===== config.mk =====
export PLATFORM = sky130hd
export DESIGN_NAME = unsigned_decimal_field_formatter
export DESIGN_NICKNAME = d
export VERILOG_FILES = /design/src/udff_pkg.sv /design/src/udff_ctrl.sv /design/src/udff_datapath.sv /design/src/unsigned_decimal_field_formatter.sv
export VERILOG_INCLUDE_DIRS = /design/src /design/src/src
export SDC_FILE = /design/constraint.sdc
export NUM_CORES = 1
export LEC_CHECK = 0
export BUFFER_PORTS_ARGS = -buffer_cell sky130_fd_sc_hd__buf_4
export CAP_MARGIN = 0
export CORE_MARGIN = 3
export CORE_UTILIZATION = 45
export DETAILED_ROUTE_END_ITERATION = 6
export SYNTH_ARGS = -nofsm -noshare
export SYNTH_HDL_FRONTEND = slang
export SYNTH_SLANG_ARGS = --single-unit

===== constraint.sdc =====
create_clock -name clock -period 13 [get_ports clock]
set_input_delay 0 -clock clock [delete_from_list [all_inputs] [get_ports clock]]
set_output_delay 0 -clock clock [all_outputs]
set_load 0.01 [all_outputs]

===== src/unsigned_decimal_field_formatter_macros.svh =====
// assertion macros for the unsigned decimal field formatter
`ifndef UNSIGNED_DECIMAL_FIELD_FORMATTER_MACROS_SVH
`define UNSIGNED_DECIMAL_FIELD_FORMATTER_MACROS_SVH

// same-cycle implication
`define UDFF_ASSERT_IMPL(label, clk, rst, ante, cons, msg) \
   label: assert property (@(posedge clk) disable iff (rst) (ante) |-> (cons)) \
      else $error(msg);

// next-cycle implication
`define UDFF_ASSERT_NEXT(label, clk, rst, ante, cons, msg) \
   label: assert property (@(posedge clk) disable iff (rst) (ante) |=> (cons)) \
      else $error(msg);

`endif


===== src/udff_pkg.sv =====
// shared types and constants for the unsigned decimal field formatter
`default_nettype none

package udff_pkg;

   localparam int VALUE_W    = 64;
   localparam int BCD_DIGITS = 20;
   localparam int BCD_W      = BCD_DIGITS * 4;
   localparam int LEN_W      = 5;
   localparam int FIELD_W    = 6;
   localparam int PREC_W     = 7;
   localparam int CHAR_W     = 8;
   localparam int CSR_IDX_W  = 3;
   localparam int CSR_DATA_W = 7;

   localparam logic [CSR_IDX_W-1:0] CSR_FIELD_WIDTH = 3'd0;
   localparam logic [CSR_IDX_W-1:0] CSR_PRECISION   = 3'd1;
   localparam logic [CSR_IDX_W-1:0] CSR_LEFT_ALIGN  = 3'd2;
   localparam logic [CSR_IDX_W-1:0] CSR_ZERO_PAD    = 3'd3;
   localparam logic [CSR_IDX_W-1:0] CSR_SPACE_FLAG  = 3'd4;

   localparam logic [CHAR_W-1:0] ASCII_ZERO  = 8'h30;
   localparam logic [CHAR_W-1:0] ASCII_SPACE = 8'h20;

   // precision code for an explicit zero precision
   localparam logic [PREC_W-1:0] PREC_EXPLICIT_ZERO = 7'h7F;

   typedef struct packed {
      logic [FIELD_W-1:0] field_width;
      logic [PREC_W-1:0]  precision;
      logic               left_align;
      logic               zero_pad;
      logic               space_flag;
   } cfg_type;

   typedef struct packed {
      logic load;
      logic conv;
      logic norm;
      logic setup;
      logic emit_pre;
      logic emit_dig;
      logic emit_post;
   } cmd_type;

   typedef struct packed {
      logic conv_last;
      logic norm_done;
      logic pre_zero;
      logic dig_zero;
      logic post_zero;
   } status_type;

endpackage

`default_nettype wire


===== src/udff_ctrl.sv =====
// sequencing state machine of the unsigned decimal field formatter
`default_nettype none

module udff_ctrl
   import udff_pkg::*;
(
   input  wire logic       clock,
   input  wire logic       reset,
   input  wire logic       start,
   input  wire status_type status,
   output cmd_type         cmd,
   output logic            busy
);

   localparam logic [2:0] ST_IDLE  = 3'd0;
   localparam logic [2:0] ST_CONV  = 3'd1;
   localparam logic [2:0] ST_NORM  = 3'd2;
   localparam logic [2:0] ST_SETUP = 3'd3;
   localparam logic [2:0] ST_PRE   = 3'd4;
   localparam logic [2:0] ST_DIG   = 3'd5;
   localparam logic [2:0] ST_POST  = 3'd6;

   logic [2:0] state_ff;
   logic [2:0] state_in;

   always_ff @(posedge clock) begin
      if (reset) begin
         state_ff <= ST_IDLE;
      end else begin
         state_ff <= state_in;
      end
   end

   always_comb begin
      state_in = state_ff;
      cmd      = '0;
      unique case (state_ff)
         ST_IDLE: begin
            if (start) begin
               cmd.load = 1'b1;
               state_in = ST_CONV;
            end
         end
         ST_CONV: begin
            cmd.conv = 1'b1;
            if (status.conv_last) state_in = ST_NORM;
         end
         ST_NORM: begin
            if (status.norm_done) state_in = ST_SETUP;
            else cmd.norm = 1'b1;
         end
         ST_SETUP: begin
            cmd.setup = 1'b1;
            state_in  = ST_PRE;
         end
         ST_PRE: begin
            if (status.pre_zero) state_in = ST_DIG;
            else cmd.emit_pre = 1'b1;
         end
         ST_DIG: begin
            if (status.dig_zero) state_in = ST_POST;
            else cmd.emit_dig = 1'b1;
         end
         ST_POST: begin
            if (status.post_zero) state_in = ST_IDLE;
            else cmd.emit_post = 1'b1;
         end
         default: begin
            state_in = ST_IDLE;
         end
      endcase
   end

   assign busy = (state_ff != ST_IDLE);

endmodule

`default_nettype wire


===== src/udff_datapath.sv =====
// conversion, field layout and character output of the formatter
`default_nettype none

module udff_datapath
   import udff_pkg::*;
#(
   parameter int MAX_FIELD = 63
)(
   input  wire logic               clock,
   input  wire logic               reset,
   input  wire cmd_type            cmd,
   input  wire cfg_type            cfg,
   input  wire logic [VALUE_W-1:0] req_value,
   output status_type              status,
   output logic                    rsp_valid,
   output logic [CHAR_W-1:0]       rsp_char_out,
   output logic                    rsp_last_char,
   output logic [FIELD_W-1:0]      rsp_total_count
);

   localparam logic [FIELD_W-1:0] W_MAX = FIELD_W'(MAX_FIELD);
   localparam logic signed [PREC_W-1:0] P_MAX = PREC_W'(MAX_FIELD);

   logic [VALUE_W-1:0] bin_ff, bin_in;
   logic [BCD_W-1:0]   bcd_ff, bcd_in;
   logic [5:0]         bit_cnt_ff, bit_cnt_in;
   logic [LEN_W-1:0]   len_ff, len_in;
   logic               is_zero_ff, is_zero_in;
   logic [FIELD_W-1:0] pre_cnt_ff, pre_cnt_in;
   logic [FIELD_W-1:0] dig_cnt_ff, dig_cnt_in;
   logic [FIELD_W-1:0] post_cnt_ff, post_cnt_in;
   logic [FIELD_W-1:0] out_cnt_ff, out_cnt_in;
   logic [FIELD_W-1:0] total_ff, total_in;

   logic               valid_ff, valid_in;
   logic               last_ff, last_in;
   logic [CHAR_W-1:0]  char_ff, char_in;
   logic [FIELD_W-1:0] count_ff, count_in;

   logic [BCD_W-1:0]   bcd_adj;
   logic [3:0]         nib;

   logic [FIELD_W-1:0]        w_clamp;
   logic signed [PREC_W-1:0]  p_clamp;
   logic [FIELD_W-1:0]        len6;
   logic                      stop;
   logic                      p_gt_len;
   logic [FIELD_W-1:0]        dfield_prec;
   logic [FIELD_W-1:0]        w_or_len;
   logic [FIELD_W-1:0]        dfield_zp;
   logic [FIELD_W-1:0]        dfield;
   logic [FIELD_W-1:0]        spaces;
   logic                      emit;

   // add-3 correction on every bcd digit ahead of the shift
   always_comb begin
      nib = '0;
      for (int d = 0; d < BCD_DIGITS; d++) begin
         nib = bcd_ff[d*4 +: 4];
         bcd_adj[d*4 +: 4] = (nib >= 4'd5) ? nib + 4'd3 : nib;
      end
   end

   // field layout, used in the setup cycle
   always_comb begin
      w_clamp  = (cfg.field_width > W_MAX) ? W_MAX : cfg.field_width;
      p_clamp  = ($signed(cfg.precision) > P_MAX) ? P_MAX : $signed(cfg.precision);
      len6     = FIELD_W'(len_ff);
      stop     = (p_clamp == $signed(PREC_EXPLICIT_ZERO)) && is_zero_ff;
      p_gt_len = !p_clamp[PREC_W-1] && (p_clamp[FIELD_W-1:0] > len6);
      if (stop) dfield_prec = '0;
      else if (p_gt_len) dfield_prec = p_clamp[FIELD_W-1:0];
      else dfield_prec = len6;
      w_or_len  = (w_clamp > len6) ? w_clamp : len6;
      dfield_zp = w_or_len - FIELD_W'(cfg.space_flag);
      if (dfield_zp < len6) dfield_zp = len6;
      dfield = (cfg.zero_pad && (p_clamp == '0)) ? dfield_zp : dfield_prec;
      spaces = (w_clamp > dfield) ? w_clamp - dfield : '0;
   end

   assign emit = cmd.emit_pre || cmd.emit_dig || cmd.emit_post;

   always_comb begin
      bin_in      = bin_ff;
      bcd_in      = bcd_ff;
      bit_cnt_in  = bit_cnt_ff;
      len_in      = len_ff;
      is_zero_in  = is_zero_ff;
      pre_cnt_in  = pre_cnt_ff;
      dig_cnt_in  = dig_cnt_ff;
      post_cnt_in = post_cnt_ff;
      out_cnt_in  = out_cnt_ff;
      total_in    = total_ff;
      char_in     = char_ff;
      count_in    = count_ff;
      valid_in    = emit;
      last_in     = emit && (out_cnt_ff == FIELD_W'(1));

      if (cmd.load) begin
         bin_in     = req_value;
         bcd_in     = '0;
         bit_cnt_in = '0;
         len_in     = LEN_W'(BCD_DIGITS);
         is_zero_in = (req_value == '0);
      end
      if (cmd.conv) begin
         bcd_in     = {bcd_adj[BCD_W-2:0], bin_ff[VALUE_W-1]};
         bin_in     = {bin_ff[VALUE_W-2:0], 1'b0};
         bit_cnt_in = bit_cnt_ff + 6'd1;
      end
      // drop leading zero digits so the top digit is the first to print
      if (cmd.norm) begin
         bcd_in = {bcd_ff[BCD_W-5:0], 4'd0};
         len_in = len_ff - LEN_W'(1);
      end
      if (cmd.setup) begin
         pre_cnt_in  = cfg.left_align ? '0 : spaces;
         post_cnt_in = cfg.left_align ? spaces : '0;
         dig_cnt_in  = dfield;
         out_cnt_in  = dfield + spaces;
         total_in    = dfield + spaces;
      end
      if (emit) begin
         out_cnt_in = out_cnt_ff - FIELD_W'(1);
         count_in   = last_in ? total_ff : '0;
         char_in    = ASCII_SPACE;
      end
      if (cmd.emit_pre) pre_cnt_in = pre_cnt_ff - FIELD_W'(1);
      if (cmd.emit_post) post_cnt_in = post_cnt_ff - FIELD_W'(1);
      if (cmd.emit_dig) begin
         dig_cnt_in = dig_cnt_ff - FIELD_W'(1);
         if (dig_cnt_ff <= len6) begin
            char_in = ASCII_ZERO | CHAR_W'(bcd_ff[BCD_W-1 -: 4]);
            bcd_in  = {bcd_ff[BCD_W-5:0], 4'd0};
         end else begin
            char_in = ASCII_ZERO;
         end
      end
   end

   always_ff @(posedge clock) begin
      if (reset) begin
         valid_ff <= 1'b0;
         last_ff  <= 1'b0;
      end else begin
         valid_ff <= valid_in;
         last_ff  <= last_in;
      end
   end

   always_ff @(posedge clock) begin
      bin_ff      <= bin_in;
      bcd_ff      <= bcd_in;
      bit_cnt_ff  <= bit_cnt_in;
      len_ff      <= len_in;
      is_zero_ff  <= is_zero_in;
      pre_cnt_ff  <= pre_cnt_in;
      dig_cnt_ff  <= dig_cnt_in;
      post_cnt_ff <= post_cnt_in;
      out_cnt_ff  <= out_cnt_in;
      total_ff    <= total_in;
      char_ff     <= char_in;
      count_ff    <= count_in;
   end

   assign status.conv_last = (bit_cnt_ff == 6'd63);
   assign status.norm_done = (bcd_ff[BCD_W-1 -: 4] != 4'd0) || (len_ff == LEN_W'(1));
   assign status.pre_zero  = (pre_cnt_ff == '0);
   assign status.dig_zero  = (dig_cnt_ff == '0);
   assign status.post_zero = (post_cnt_ff == '0);

   assign rsp_valid       = valid_ff;
   assign rsp_char_out    = char_ff;
   assign rsp_last_char   = last_ff;
   assign rsp_total_count = count_ff;

endmodule

`default_nettype wire


===== src/unsigned_decimal_field_formatter.sv =====
// Unsigned decimal field formatter: one 64-bit value in, its %u text out
// one ASCII character per cycle within each space/digit/space phase. The
// receiver cannot stall: each character is on rsp_* for exactly one cycle
// with rsp_valid high, and must be taken then. A transaction is taken when
// start is high and busy is low; busy stays high until the last character
// has left. A value passes through the serial binary-to-bcd converter (one
// input bit per cycle), the dropping of each leading zero digit, a setup
// step, and the space/digit/space phases that print the characters. An
// explicit zero precision on the value zero with field width zero prints
// nothing and gives no transaction on rsp_*. Registers must be written
// through csr_* only while busy is low, which the block does not enforce;
// csr_ready is always high and indexes past space_flag are dropped.
`default_nettype none

module unsigned_decimal_field_formatter
   import udff_pkg::*;
#(
   parameter int MAX_FIELD = 63
)(
   input  wire logic                  clock,
   input  wire logic                  reset,
   // input transaction
   input  wire logic                  start,
   output logic                       busy,
   input  wire logic [VALUE_W-1:0]    req_value,
   // result transaction, one per character
   output logic                       rsp_valid,
   output logic [CHAR_W-1:0]          rsp_char_out,
   output logic                       rsp_last_char,
   output logic [FIELD_W-1:0]         rsp_total_count,
   // register write channel
   input  wire logic                  csr_valid,
   output logic                       csr_ready,
   input  wire logic [CSR_IDX_W-1:0]  csr_index,
   input  wire logic [CSR_DATA_W-1:0] csr_wdata
);

`include "unsigned_decimal_field_formatter_macros.svh"

   // configuration registers, all reset to zero
   logic [FIELD_W-1:0] field_width_ff, field_width_in;
   logic [PREC_W-1:0]  precision_ff, precision_in;
   logic               left_align_ff, left_align_in;
   logic               zero_pad_ff, zero_pad_in;
   logic               space_flag_ff, space_flag_in;

   cfg_type    cfg;
   cmd_type    cmd;
   status_type status;
   logic       csr_write;

   assign csr_ready = 1'b1;
   assign csr_write = csr_valid && csr_ready;

   always_comb begin
      field_width_in = field_width_ff;
      precision_in   = precision_ff;
      left_align_in  = left_align_ff;
      zero_pad_in    = zero_pad_ff;
      space_flag_in  = space_flag_ff;
      if (csr_write) begin
         unique case (csr_index)
            CSR_FIELD_WIDTH: field_width_in = csr_wdata[FIELD_W-1:0];
            CSR_PRECISION:   precision_in   = csr_wdata[PREC_W-1:0];
            CSR_LEFT_ALIGN:  left_align_in  = csr_wdata[0];
            CSR_ZERO_PAD:    zero_pad_in    = csr_wdata[0];
            CSR_SPACE_FLAG:  space_flag_in  = csr_wdata[0];
            default: begin
               // unmapped index, write dropped
            end
         endcase
      end
   end

   always_ff @(posedge clock) begin
      if (reset) begin
         field_width_ff <= '0;
         precision_ff   <= '0;
         left_align_ff  <= 1'b0;
         zero_pad_ff    <= 1'b0;
         space_flag_ff  <= 1'b0;
      end else begin
         field_width_ff <= field_width_in;
         precision_ff   <= precision_in;
         left_align_ff  <= left_align_in;
         zero_pad_ff    <= zero_pad_in;
         space_flag_ff  <= space_flag_in;
      end
   end

   assign cfg.field_width = field_width_ff;
   assign cfg.precision   = precision_ff;
   assign cfg.left_align  = left_align_ff;
   assign cfg.zero_pad    = zero_pad_ff;
   assign cfg.space_flag  = space_flag_ff;

   // sequencer: convert, normalize, lay out the field, then emit
   udff_ctrl u_ctrl (
      .clock  (clock),
      .reset  (reset),
      .start  (start),
      .status (status),
      .cmd    (cmd),
      .busy   (busy)
   );

   // converter, digit store and registered character output
   udff_datapath #(
      .MAX_FIELD (MAX_FIELD)
   ) u_datapath (
      .clock           (clock),
      .reset           (reset),
      .cmd             (cmd),
      .cfg             (cfg),
      .req_value       (req_value),
      .status          (status),
      .rsp_valid       (rsp_valid),
      .rsp_char_out    (rsp_char_out),
      .rsp_last_char   (rsp_last_char),
      .rsp_total_count (rsp_total_count)
   );

   // characters only come out while a transaction is in flight
   `UDFF_ASSERT_IMPL(a_rsp_only_busy, clock, reset, rsp_valid, busy, "character while idle")
   // an accepted transaction keeps the block busy in the next cycle
   `UDFF_ASSERT_NEXT(a_start_busy, clock, reset, start && !busy, busy, "start not taken")
   // the last-character mark never stands without a character
   `UDFF_ASSERT_IMPL(a_last_valid, clock, reset, rsp_last_char, rsp_valid, "stray last mark")
   // the count is only carried on the last character
   `UDFF_ASSERT_IMPL(a_count_last, clock, reset, rsp_valid && !rsp_last_char,
                     rsp_total_count == 6'd0, "count before last character")

endmodule

`default_nettype wire

### Word-level counts from Yosys, hierarchy flattened

Cells that the tools add are included.

* register bits: 221
* input port bits: 78
* output and inout port bits: 18
* word-level logic and storage cells: 198

* add/sub/neg operators: 29
* $lt $le $gt $ge: 27
* equality and inequality tests: 20
* muxes and demuxes: 71
* reduce and logical (&&, ||, !) cells: 30

Operator list (number)
* $mux 80: 5
* $mux 64: 2
* $mux 6: 19
* $ge 4x3->1 const B: 20
* $mux 4: 20
* $add 4x2->4 const B: 19
* $logic_not 64->1: 1
* $sub 6x1->6 const B: 4
* $mux 3: 7
* $pmux 3 s7: 1
* $logic_not 6->1: 3
* $mux 8: 2
* $reduce_bool 2->1: 7
* $eq 3x2->1 const B: 4
* $eq 3x3->1 const B: 4
* $gt 6x5->1: 2
* $mux 1: 12
* $ne 2x2->1 const B: 6
* $mux 5: 2
* $reduce_and 2->1: 5
* $eq 7x1->1 const B: 1
* $gt 7x7->1 const B: 1
* $logic_not 7->1: 1
* $mux 7: 1
* 21 further kinds: 28

### Logic depth before layout (Yosys ltp)

* word-level depth: 13
* mapped depth: 35
* gate-level depth less buffers: 34

### Modules after synthesis

Synthesis repeated with hierarchy kept, for this count alone.

* cell total of the unflattened synthesis: 1379
* area total of the unflattened synthesis: 12707.2 sq um

Modules (own cells, without submodules)
* udff_datapath: times used 1, cells each 1280, area an instance 11698.7 sq um, seq. area each 5144.9 sq um
* unsigned_decimal_field_formatter: times used 1, cells each 66, area an instance 729.4 sq um, seq. area each 320.3 sq um
* udff_ctrl: times used 1, cells each 33, area an instance 279.0 sq um, seq. area each 60.1 sq um

### Least setup slack after synthesis

OpenSTA, ideal clock, no wires.

* path kind: register -> register
* start point: register u_datapath.len_ff[4]
* end point: register u_datapath.out_cnt_ff[3], data pin
* library setup time: 0.260 ns
* arrival time: 6.801 ns
* required time: 12.740 ns
* path slack: 5.940 ns
* cell stages (with the launch flop): 35
* buffers on the path: 1
* clock period less this slack: 7.060 ns
* cells stage by stage: edfxtp_1 inv_1 ha_1 and4b_1 and3_1 a31oi_1 buf_2 nor2_1 a21oi_1 ha_1 or3b_4 xnor2_1 nor2_1 a21oi_1 ha_1 o2111ai_1 and3_2 nand2_2 mux2i_1 o22ai_1 inv_1 fa_1 a21oi_1 o21ai_0 o31ai_1 inv_1 nand2_1 inv_1 ha_1 or4b_1 a31oi_1 a22oi_2 a21oi_1 xor2_1 mux2_2

* cells in the longest elaborated chain, start to end: 11
* elaborated cells between the ends (all ways): 16
* those cells by class: 3 x add/sub; 4 x order compare; 8 x mux; 1 x reduce/logical

Ends and longest elaborated chain
* start: declaration: line udff_datapath.sv:27 `logic [LEN_W-1:0] len_ff, len_in;`
* start signal: assignment: line udff_datapath.sv:155 `len_ff <= len_in;`
* $gt 6x5->1: line udff_datapath.sv:74 `w_or_len = (w_clamp > len6) ? w_clamp : len6;`
* $mux 6: line udff_datapath.sv:74
* $sub 6x1->6: line udff_datapath.sv:75 `dfield_zp = w_or_len - FIELD_W'(cfg.space_flag);`
* $lt 6x5->1: line udff_datapath.sv:76 `if (dfield_zp < len6) dfield_zp = len6;`
* $mux 6: line udff_datapath.sv:76
* $mux 6 *: line udff_datapath.sv:77 `dfield = (cfg.zero_pad && (p_clamp == '0)) ? dfield_zp : dfield_prec;`
* $sub 6x6->6 / $gt 6x6->1 (equally long branches): line udff_datapath.sv:78 `spaces = (w_clamp > dfield) ? w_clamp - dfield : '0;`
* $mux 6: line udff_datapath.sv:78
* $add 6x6->6 *: line udff_datapath.sv:120 `out_cnt_in = dfield + spaces;`
* $mux 6 *: line udff_datapath.sv:116 `if (cmd.setup) begin`
* $mux 6 *: line udff_datapath.sv:123 `if (emit) begin`
* net u_datapath.out_cnt_in[3]: line udff_datapath.sv:32 `logic [FIELD_W-1:0] out_cnt_ff, out_cnt_in;`
* end signal: assignment: line udff_datapath.sv:160 `out_cnt_ff <= out_cnt_in;`
* end: declaration: line udff_datapath.sv:32

The timed path passes the listed nets; every way through them passes the cells marked *. The select of a mux whose other input is x is not followed.
A chain may end at the register's enable or synchronous reset.

### Worst setup path in the final report

Same ends and word-level chain as after synthesis.

==> results.sh <==
export IMPL_timing_rr_start="u_datapath.len_ff[4]$_SDFFCE_PN1P_"
export IMPL_yosysMostFrequentCell="sky130_fd_sc_hd__nor2_1"
export IMPL_wirelength_mm=29.13
export IMPL_setup_slack_after_placement_ps=4696
export IMPL_globalRoute_totalOverflow=0
export IMPL_postSynthCellCount=1347
export IMPL_max_clock_freq_ghz=0.1205
export IMPL_i_o_pin_count=96
export IMPL_n_fill_cell=2439
export IMPL_grt_antenna_before_repair=0
export IMPL_power_static_leakage_uw=0.005912
export IMPL_reg2reg_setup_slack_ps=4700
export IMPL_drv_max_cap_violation_count=0
export IMPL_share_of_cells_above_drive_strength_1=0.1085
export IMPL_grt_pass1_wl_mm=49.03
export IMPL_post_route_worst_setup_slack_ps=4703
export IMPL_route_detailed_wl_per_inst_um=15.54
export IMPL_worst_skew_pair_late_latency_ps=540
export IMPL_drc=0
export IMPL_viasPerCell=5.406
export IMPL_post_layout_nonfiller_instances=1874
export IMPL_gp_routability_congestion=0.8378
export IMPL_critPathRequiredTime_ps=13280
export IMPL_startpoint_type="flip-flop"
export IMPL_worst_r2r_cell_count=33
export IMPL_synth_area_leaders="sky130_fd_sc_hd__edfxtp_1 28%, sky130_fd_sc_hd__dfxtp_1 16%, sky130_fd_sc_hd__ha_1 8.3%"
export IMPL_path_max_fanout=11
export IMPL_detailroute_via_count=10130
export IMPL_final_setup_tns_ps=0
export IMPL_cell_area_after_synthesis_mm2=0.01245
export IMPL_die_h_um=172.3
export IMPL_critical_path_slowest_cell="sky130_fd_sc_hd__a31oi_1"
export IMPL_min_period_ps=8297
export IMPL_worst_hold_path_num_cells=5
export IMPL_relSlewSlack=0.2300
export IMPL_detail_route_antenna_nets=0
export IMPL_initial_core_util=0.4595
export IMPL_hold_path_class="primary input to flip-flop"
export IMPL_hold_worst_slack_ps=51.45
export IMPL_number_of_buffers_inserted_during_clock_tree_synthesis=26
export IMPL_total_power_uw=2956
export IMPL_synth_cell_types=68
export IMPL_numPortBuffers=91
export IMPL_tritoncts="done"
export IMPL_rsz0062_at_grt="no"
export IMPL_synth_largest_area_cell="sky130_fd_sc_hd__edfxtp_1"
export IMPL_die_area_mm2=0.02970
export IMPL_timing_hold_worst_endpoint="u_ctrl.state_ff[0]$_SDFFE_PP0P_"
export IMPL_cts_htree_levels=1
export IMPL_max_clock_buf_depth=3
export IMPL_worst_setup_path_startpoint="u_datapath.len_ff[4]$_SDFFCE_PN1P_"
export IMPL_finalClockSkew_ps=12.01
export IMPL_area_growth_pct=20.78
export IMPL_maximum_ir_drop_on_the_vdd_rail_mv=0.1331
export IMPL_async_reset_ff_frac=0
export IMPL_clk_transition_reported_paths_ps=50
export IMPL_synth_largest_type_area_fraction=0.2797
export IMPL_ys_top_cells_by_count="159 x sky130_fd_sc_hd__nor2_1, 125 x sky130_fd_sc_hd__a21oi_1, 116 x sky130_fd_sc_hd__edfxtp_1"
export IMPL_ys_warnings_count=0
export IMPL_final_setup_viol_count=0
export IMPL_synth_seq_cells=218
export IMPL_grt_total_usage=0.1977
export IMPL_die_width_um=172.3
export IMPL_first_global_vias=9895
export IMPL_cp_slowest_stage_delay_ps=620
export IMPL_grt_max_degree=129
export IMPL_placed_cells_incl_taps=1740
export IMPL_hold_viol=0
export IMPL_hp_start="start"
export IMPL_cts_root_buffer="sky130_fd_sc_hd__clkbuf_16"
export IMPL_ys_flop_type="sky130_fd_sc_hd__edfxtp_1"
export IMPL_timing_max_transition_violations_final=0
export IMPL_edff_count_synth=116
export IMPL_cp_data_arrival_time_ps=8580
export IMPL_drt_first_iter_violations=683
export IMPL_fin_nets=1645
export IMPL_detailedRoute_firstPassIterationCount=5
export IMPL_place_hpwl_mm=18.66
export IMPL_r2r_end="u_datapath.out_cnt_ff[3]$_DFFE_PP_"
export IMPL_syn_avg_cell_area_um2=9.244
export IMPL_cts_sink_count=218
export IMPL_fin_crit_sh=0.6382
export IMPL_floorplan_core_area_mm2=0.02710
export IMPL_core_rowCount=60
export IMPL_antenna_cells=0
export IMPL_run_status="finished, final reports clean"
export IMPL_critPathCaptureType="flip-flop"
export IMPL_ys_seq_area_frac=0.4437
export IMPL_worst_setup_path_type="flip-flop to flip-flop"
export IMPL_power_per_cell_area_mw_per_mm2=196.5
export IMPL_max_slew_worst_pin_slew_ps=1155
-- through the flow --
stage                 util  instance area (um^2)
floorplan                -                 12460
global placement    0.4935                 13370
detailed placement  0.4935                 13370
CTS                 0.5549                 15040
global route        0.5549                 15040
finish              0.5549                 15040
-- metal layers --
| layer | GRT usage | wire length (um) | vias to the layer above |
|---|---|---|---|
| li1 | - | - | 5141 |
| met1 | 0.2699 | 13800 | 4783 |
| met2 | 0.3358 | 13820 | 159 |
| met3 | 0.02423 | 874 | 48 |
| met4 | 0.04790 | 629 | 0 |
| met5 | 0 | 0 | - |
-- state kept, by name, indices dropped and copies added (netlist names), 3 cells and up --
name,flops
u_datapath.bit_cnt_ff,6
u_datapath.rsp_char_out,5
field_width_ff,6
u_datapath.pre_cnt_ff,6
u_datapath.len_ff,5
u_datapath.rsp_total_count,6
u_datapath.post_cnt_ff,6
u_ctrl.state_ff,3
precision_ff,7
u_datapath.total_ff,6
u_datapath.out_cnt_ff,6
u_datapath.dig_cnt_ff,6
u_datapath.bcd_ff,80
u_datapath.bin_ff,64
-- worst max-delay path by stage --
stage | to | slack, ps | depth (start not counted)
after floorplan | u_datapath.out_cnt_ff[3]$_DFFE_PP_ | 5940 | 34
after global placement | u_datapath.out_cnt_ff[3]$_DFFE_PP_ | 4750 | 33
after detailed placement | u_datapath.out_cnt_ff[3]$_DFFE_PP_ | 4700 | 33
after CTS | u_datapath.out_cnt_ff[3]$_DFFE_PP_ | 4650 | 33
after global routing | u_datapath.out_cnt_ff[3]$_DFFE_PP_ | 3700 | 33
final | u_datapath.out_cnt_ff[3]$_DFFE_PP_ | 4700 | 33
-- critical path, delay by kind of cell, from the launching register on --
family                     cells  cell delay (ps)
and+or+nand+nor                9             1920
buffers and inverters          4              720
AOI/OAI and AO/OA             11             2770
muxes                          2              410
xor gates and xnor gates       2              250
adders and majority gates      5             1560
DFF                            1              400
-- area by class of cell --
cell class	count	area, um^2	share of cell area
flip-flops and latches	218	5525	0.3674
clock buffers	40	753.2	0.05008
inverters	78	292.8	0.01947
repair buffers	185	1604	0.1067
clock inverters	8	51.30	0.003411
well taps	372	465.4	0.03095
multi-input cells	973	6347	0.4220
-- power by group --
group	switching [uW]	internal, uW	total [uW]	leakage, uW
clock network	286	398	683	0.000394
registers	171	1020	1190	0.00196
logic	640	444	1080	0.00356
total	1100	1860	2960	0.00591
-- cell usage in the layout, fill, tap and decap left out, types with 43 or more instances in the layout --
cell type,netlist,routed
sky130_fd_sc_hd__a21oi_1,125,125
sky130_fd_sc_hd__a22o_1,63,63
sky130_fd_sc_hd__a31oi_1,43,43
sky130_fd_sc_hd__buf_4,4,99
sky130_fd_sc_hd__dfxtp_1,102,102
sky130_fd_sc_hd__dlygate4sd3_1,0,86
sky130_fd_sc_hd__edfxtp_1,116,116
sky130_fd_sc_hd__ha_1,83,83
sky130_fd_sc_hd__inv_1,77,75
sky130_fd_sc_hd__nand2_1,57,56
sky130_fd_sc_hd__nand3_1,52,52
sky130_fd_sc_hd__nor2_1,159,157
sky130_fd_sc_hd__o21ai_0,85,85
-- cell families (layout without fill, tap and decap cells) --
| family | after synthesis | in the layout | share of synthesized area |
|---|---|---|---|
| other | 2 | 4 | 0.0006031 |
| AND/OR/NAND/NOR | 421 | 421 | 0.1667 |
| multiplexers | 32 | 32 | 0.02683 |
| buffers and inverters | 158 | 311 | 0.04934 |
| flip-flops | 218 | 218 | 0.4437 |
| adder cells (fa/ha/maj) | 85 | 85 | 0.08662 |
| XOR/XNOR | 52 | 52 | 0.03658 |
| AO/OA/AOI/OAI | 379 | 379 | 0.1896 |
-- what timing repair did --
| item | in CTS | in global routing |
|---|---|---|
| hold buffers | 86 | 0 |
| endpoints found under the hold margin | 86 | 0 |
| resized for setup | 0 | 0 |
| endpoints found under the setup margin | 0 | 0 |
| buffers inserted | 0 | 0 |
Note: power is estimated with default switching activity, not from simulation.
